<file path="config.mk">
export PLATFORM = sky130hd
export DESIGN_NAME = dtvp_ram
export DESIGN_NICKNAME = d
export VERILOG_FILES = /design/src/hdl/dtvp_ram.sv
export SDC_FILE = /design/constraint.sdc
export NUM_CORES = 1
export LEC_CHECK = 0
export BUFFER_PORTS_ARGS = -buffer_cell sky130_fd_sc_hd__buf_2
export CAP_MARGIN = 20
export CORE_UTILIZATION = 58
export DETAILED_ROUTE_END_ITERATION = 8
export GPL_ROUTABILITY_DRIVEN = 0
export GPL_TIMING_DRIVEN = 0
export PLACE_DENSITY = 0.77
export SLEW_MARGIN = 20
export SYNTH_ARGS = -nofsm -noshare
export SYNTH_HDL_FRONTEND = slang
export SYNTH_SLANG_ARGS = --single-unit
</file>
<file path="constraint.sdc">
create_clock -name clock -period 1.97 [get_ports clock]
set_input_delay 0.2955 -clock clock [delete_from_list [all_inputs] [get_ports clock]]
set_output_delay 0.2955 -clock clock [all_outputs]
set_load 0.01 [all_outputs]
</file>
<file path="src/hdl/dtvp_ram.sv">
// Generic single-port RAM with registered read.
module dtvp_ram #(
   parameter int unsigned WIDTH = 8,
   parameter int unsigned DEPTH = 8
) (
   input  logic                     clock,
   input  logic                     wr_en,
   input  logic [$clog2(DEPTH)-1:0] addr,
   input  logic [WIDTH-1:0]         wr_data,
   output logic [WIDTH-1:0]         rd_data
);
   logic [WIDTH-1:0] mem [DEPTH];
   always_ff @(posedge clock) begin
      if (wr_en) begin
         mem[addr] <= wr_data;
      end
      rd_data <= mem[addr];
   end
endmodule

</file>
==> run metrics, run 1 <==
DP Wirelength 2790 µm; # setup viols final 0; vias in the first global route 1240; Placed Area roughly 2900 µm²; Clock power frac 39.3%; Worst Path Required 1.94 ns; synth-to-layout area growth 14.2%; Max Slew Vio Count 0; Worst-Margin Slew 0.933 ns; pin count of the biggest net entering global routing 12; Pint between 0.002 and 0.003 W; DR DRC count 0; layout cells sized above 1 between 30% and 40%; register area share after synthesis 76.7%; mapped cell area 2720 µm²; Fin Setup TNS 0 ns; Core Box Area 4410 µm²; Die Y-Extent 70.4 µm; yosys warns 0; number of antenna diodes 0; Syn Nets between 100 and 150; clk_lat worst skew 0.34 ns; fmax 558 MHz; global-route wire length before repair 6750 µm; DR WL met3 174 µm; highest metal used met4; Die Area 4960 µm²; Vias 1240; Sw Ratio 19.3%; Max FO, Critical Path 10; Sink Count between 70 and 80; cts bufs inserted 9; clk root buf clkbuf_8; Clock Pin Slew Worst Setup and Hold Paths 0.07 ns; RSZ-0062 raised after global routing yes; post-synth top area cell edfxtp_1; net load switching power 0.000614 W; Via density 5.74; critical path type input pin to flip-flop; met2 wire len 2200 µm; row count 24; Routed WL 4380 µm; Final ANT Viol Nets 0; grt total ovfl 0; drt pass-1 iters 4; Max-Cap Viols 0; synthesized area per cell 21.0 µm²; Async SR Flop Fraction 0%; #FFs+latches synth 72; Initial Utilization 61.5%; Final Hold Fails 0; Post-Synthesis Cells between 100 and 150; WL met1 between 1500 and 2000 µm; I/O pin cnt 21; PwrDens 1020 nW/µm²; top_reg_cell synth edfxtp_1; Final Cycle Share between 90% and 100%; Hold WC Path Type input pin to flip-flop; main area contributors after synthesis edfxtp_1 71%, mux4_2 6.6%, dfxtp_1 5.9%, mux4_1 3.9%, mux2_4 3.3%; gr usage total 20.2%; leak pwr between 1 and 1.5 nW; H-Tree Depth 3; maximum vdd drop 698 µV; share of power burned in registers 54.6%; CP Launch Type input pin; Post-synth top cells 64 x edfxtp_1, 8 x dfxtp_1, 8 x mux4_2, 7 x nor2_1, 6 x mux2_4; initial antenna violation count 0; Die Wd 70.4 µm; Distinct cells, synth 28; CTS tree yes; nets around 170; status finished, final reports clean; fin util 70.3%; Worst Path Arrival 1.76 ns; Setup crit end kind flip-flop; dominant cell by count in the synthesized netlist edfxtp_1; hold buffer count at CTS 0; Register Area 2080 µm²; clock buffer depth 2; Logic pwr share 6.0%; number of synthesized flops with an enable pin 64; cell area after layout 3100 µm²; Final Critical Period 1.79 ns; Clock Skews ~0.0032 ns; fill count 272; max_slew headroom 37.6%; Synth top area share 70.8%; Avg WL per Cell slightly above 20 µm; IO buf count 18; Starting DRT DRC Count 59; area of the multi-input gates around 590 µm²
worst paths after layout:
kind | startpoint | endpoint | slack [ns] | cells after the start
hold reg to reg | mem[0][6] | rd_data[6] | 0.62 | 2
setup reg to reg | mem[2][0] | rd_data[0] | 0.73 | 2
setup / recovery | addr[2] | mem[5][3] | 0.18 | 4
hold / removal | wr_data[5] | mem[0][5] | 0.22 | 1
per-stage QoR:
| stage | hold slack [ns] | cells | total power (W) | setup WS [ns] |
|---|---|---|---|---|
| finish | 0.220 | 216 | 0.00318 | 0.179 |
| global route | 0.216 | 216 | 0.00328 | -0.000721 |
| CTS | 0.210 | 216 | 0.00320 | 0.141 |
| detailed placement | 0.574 | 200 | 0.00196 | -0.223 |
| global placement | 0.548 | 199 | 0.00195 | -0.510 |
| floorplan | 0.394 | 129 | 0.00189 | 0.226 |
kinds of logic (layout without fill, tap and decap cells):
| kind of cell | after synthesis | after routing | synth area share (%) |
|---|---|---|---|
| flip-flops | 72 | 72 | 76.7 |
| multiplexers | 23 | 23 | 15.8 |
| AND/OR/NAND/NOR | 19 | 19 | 3.32 |
| buffers and inverters | 8 | 43 | 2.12 |
| AO/OA/AOI/OAI | 7 | 7 | 2.07 |
cell type report:
| cell class | count | share of cell area, % |
|---|---|---|
| plain buffers | 7 | 1.73 |
| multi-input cells | 49 | 18.9 |
| inverters | 1 | 0.121 |
| well taps | 52 | 2.10 |
| clock inverters | 3 | 2.10 |
| repair buffers | 19 | 3.15 |
| flip-flops and latches | 72 | 67.1 |
| clock buffers | 13 | 4.80 |
power by group through the flow:
stage	Sequential, W	Combinational (W)	Clock [W]
2_1_floorplan	0.00178	0.000113	0
3_3_place_gp	0.00177	0.000183	0
3_5_place_dp	0.00177	0.000194	0
4_1_cts	0.00174	0.000194	0.00127
5_1_grt	0.00174	0.000208	0.00133
6_report	0.00174	0.000191	0.00125
per-layer routing:
metal,vias to the layer above,GRT usage [%]
li1,586,-
met1,605,25.4
met2,39,31.5
met3,10,6.93
met4,0,10.0
met5,-,0
registers in the layout, summed over array words and instances, names as in the netlist:
name	cells
mem	64
rd_data	8
critical path, stage by stage:
cell and delay, ns:
buf_2 0.13, buf_1 0.43, nand2_1 0.22, nor2_1 0.68
cell usage in the layout (no fill, tap or decap), types with 4 or more instances in the layout:
master     n
nand2_1    4
buf_2     21
clkbuf_8  10
clkbuf_1   4
nor2_1     7
mux4_2     8
mux4_1     4
dfxtp_1    8
mux2_4     6
edfxtp_1  64
what timing repair did:
| action | CTS | global route |
|---|---|---|
| resized for setup | 0 | 0 |
| buffers inserted | 0 | 0 |
| endpoints found under the setup margin | 0 | 1 |
No activity file was read; power rests on OpenSTA's default activity.
==> run 2: changes to the inputs <==
--- a/config.mk
+++ b/config.mk
@@ -7,6 +7,7 @@
 export LEC_CHECK = 0
 export BUFFER_PORTS_ARGS = -buffer_cell sky130_fd_sc_hd__buf_2
 export CAP_MARGIN = 20
+export CORE_ASPECT_RATIO = 0.5
 export CORE_UTILIZATION = 58
 export DETAILED_ROUTE_END_ITERATION = 8
 export GPL_ROUTABILITY_DRIVEN = 0
==> run 2 against run 1 <==
Register-to-register slack about the same; clock power down 15%; critical path type unchanged; largest cell class unchanged; utilization decreased by 1.3 points; via count grew 2.6%; sequential power is essentially flat; combinational power about the same.
==> run metrics, run 2 (synthesis gave the netlist of run 1 again) <==
Clock Pin Slew Worst Setup and Hold Paths 0.07 ns (about the same); synth-to-layout area growth 13.0% (was 14.2%); Worst Path Arrival 1.81 ns (was 1.76 ns); Logic pwr share 6.4% (was 6.0%); cts bufs inserted 9 (unchanged); I/O pin cnt 21 (unchanged); Worst-Margin Slew 0.926 ns (was 0.933 ns); vias in the first global route 1263 (was 1240); Sw Ratio 20.0% (was 19.3%); Max-Cap Viols 0 (unchanged); Die Area 4980 µm² (was 4960 µm²); Setup crit end kind flip-flop (unchanged); share of power burned in registers 58.2% (was 54.6%); fin util 69.0% (was 70.3%); CTS tree yes (unchanged); Final Critical Period 1.85 ns (was 1.79 ns); gr usage total 20.3% (was 20.2%); Pint 0.00239 W (was 0.00256 W); grt total ovfl 0 (unchanged); clk root buf clkbuf_8 (unchanged); Final Hold Fails 0 (unchanged); FF-to-FF path depth 2 (unchanged); # setup viols final 0 (unchanged); Vias 1272 (was 1240); Max Slew Vio Count 0 (unchanged); H-Tree Depth 3 (unchanged); maximum vdd drop 659 µV (was 698 µV); global-route wire length before repair 6690 µm (was 6750 µm); Die Wd 98.8 µm (was 70.4 µm); drt pass-1 iters 4 (unchanged); Buf/Inv on CP 2 (unchanged); number of antenna diodes 0 (unchanged); DR DRC count 0 (unchanged); Clock power frac 35.4% (was 39.3%); Routed WL 4320 µm (was 4380 µm); most frequent cells in the layout 64 x edfxtp_1, 21 x buf_2, 9 x clkbuf_8, 8 x mux4_2, 8 x dfxtp_1 (was 64 x edfxtp_1, 21 x buf_2, 10 x clkbuf_8, 8 x mux4_2, 8 x dfxtp_1); pin count of the biggest net entering global routing 12 (unchanged); most common cell after layout, fill and taps aside edfxtp_1 (unchanged); clock buffer depth 2 (unchanged); Max FO, Critical Path 10 (unchanged); Worst R2R Start mem[3][7] (was mem[2][0]); DP Wirelength 2700 µm (was 2790 µm); Fin Setup TNS 0 ns (unchanged); CP peak stage delay 0.73 ns (was 0.68 ns); initial antenna violation count 0 (unchanged); row count 17 (was 24); layout cells sized above 1 33.1% (was 33.5%); register with the most flip-flops mem (unchanged); flip-flop count of the largest register after layout 64 (unchanged); Worst Path Required 1.93 ns (was 1.94 ns); WHS 0.216 ns (was 0.220 ns); Final Cycle Share 93.8% (was 90.9%); min-delay src wr_data[0] (was wr_data[5]); fmax 541 MHz (was 558 MHz); net load switching power 0.000596 W (was 0.000614 W); hold buffer count at CTS 0 (unchanged); PwrDens 973 nW/µm² (was 1020 nW/µm²); FF-to-FF End rd_data[7] (was rd_data[0]); nets 171 (was 172); RSZ-0062 raised after global routing yes (unchanged); Hold WC Path Type input pin to flip-flop (unchanged); Worst Hold End mem[2][0] (was mem[0][5]); Sink Count 72 (unchanged); Core Box Area 4450 µm² (was 4410 µm²); clk_lat worst skew 0.34 ns (about the same); critical path type input pin to flip-flop (unchanged); Initial Utilization 61.1% (was 61.5%); status finished, final reports clean (unchanged); Avg WL per Cell 19.6 µm (was 20.3 µm); Clock Skews 0.00944 ns (was 0.00315 ns); Final ANT Viol Nets 0 (unchanged); Starting DRT DRC Count 61 (was 59); CP Launch Type input pin (unchanged); Hold Crit Depth 1 (unchanged); CP delay by family, top simple AND/OR/NAND/NOR gates (unchanged); reg-to-reg slack, setup 0.72 ns (was 0.73 ns); leak pwr 1.07 nW (was 1.09 nW); Die Y-Extent 50.4 µm (was 70.4 µm); Top Registers mem x64, rd_data x8 (unchanged); slowest cell on the critical path nor2_1 (unchanged); max_slew headroom 38.1% (was 37.6%); worst path cell trace buf_2, buf_1, nand2_1, nor2_1 (unchanged); Via density 5.78 (was 5.74); IO buf count 18 (unchanged)
==> run 2: worst max path at each step <==
stage             from        end  slack [ns]  cells past startpoint
2_1_floorplan  addr[2]  mem[4][0]        0.23                      3
3_3_place_gp   addr[2]  mem[4][2]       -0.54                      4
3_5_place_dp   addr[2]  mem[5][2]       -0.20                      4
4_1_cts        addr[2]  mem[5][7]        0.16                      4
5_1_grt        addr[2]  mem[6][2]       0.007                      4
6_report       addr[2]  mem[5][7]        0.12                      4
==> run 2: per-stage QoR <==
stage	power, W	std cells	setup slack, ns	instance area [µm²]
CTS	0.00300	220	0.156	3070
finish	0.00298	220	0.122	3070
floorplan	0.00189	129	0.226	2720
global placement	0.00195	204	-0.544	2880
detailed placement	0.00196	204	-0.202	2890
global route	0.00306	220	0.00708	3070
==> run 2: timing repair <==
action                                  CTS  global route
endpoints found under the setup margin    0             8
setup buffers                             0             0
gates resized for setup                   0             1
==> run 2: final cells by class <==
cell class | instances | area, µm²
tap | 57 | 71.3
clock inverter | 5 | 47.5
timing repair buffer | 18 | 90.1
sequential | 72 | 2080
clock buffer | 11 | 131
fill | 274 | 1380
buffer | 7 | 53.8
multi-input combinational | 49 | 588
inverter | 1 | 3.75
==> run 2: worst reg2reg max path, stage by stage, from the launching register on <==
cell and delay [ns]:
edfxtp_1 0.36, mux4_1 0.51, mux2_4 0.27
==> run 2: metal layers <==
| metal | GRT usage, % | share of wire [%] |
|---|---|---|
| met5 | 0 | 0 |
| met2 | 32.1 | 50 |
| met1 | 26.0 | 43 |
| met3 | 6.82 | 6.0 |
| met4 | 9.70 | 1.4 |
==> run 2: power by group through the flow <==
stage / clock, W / sequential, W / combinational [W]
3_5_place_dp: 0 / 0.00177 / 0.000192
6_report: 0.00106 / 0.00174 / 0.000191
4_1_cts: 0.00107 / 0.00174 / 0.000192
2_1_floorplan: 0 / 0.00178 / 0.000113
3_3_place_gp: 0 / 0.00177 / 0.000185
5_1_grt: 0.00111 / 0.00174 / 0.000207
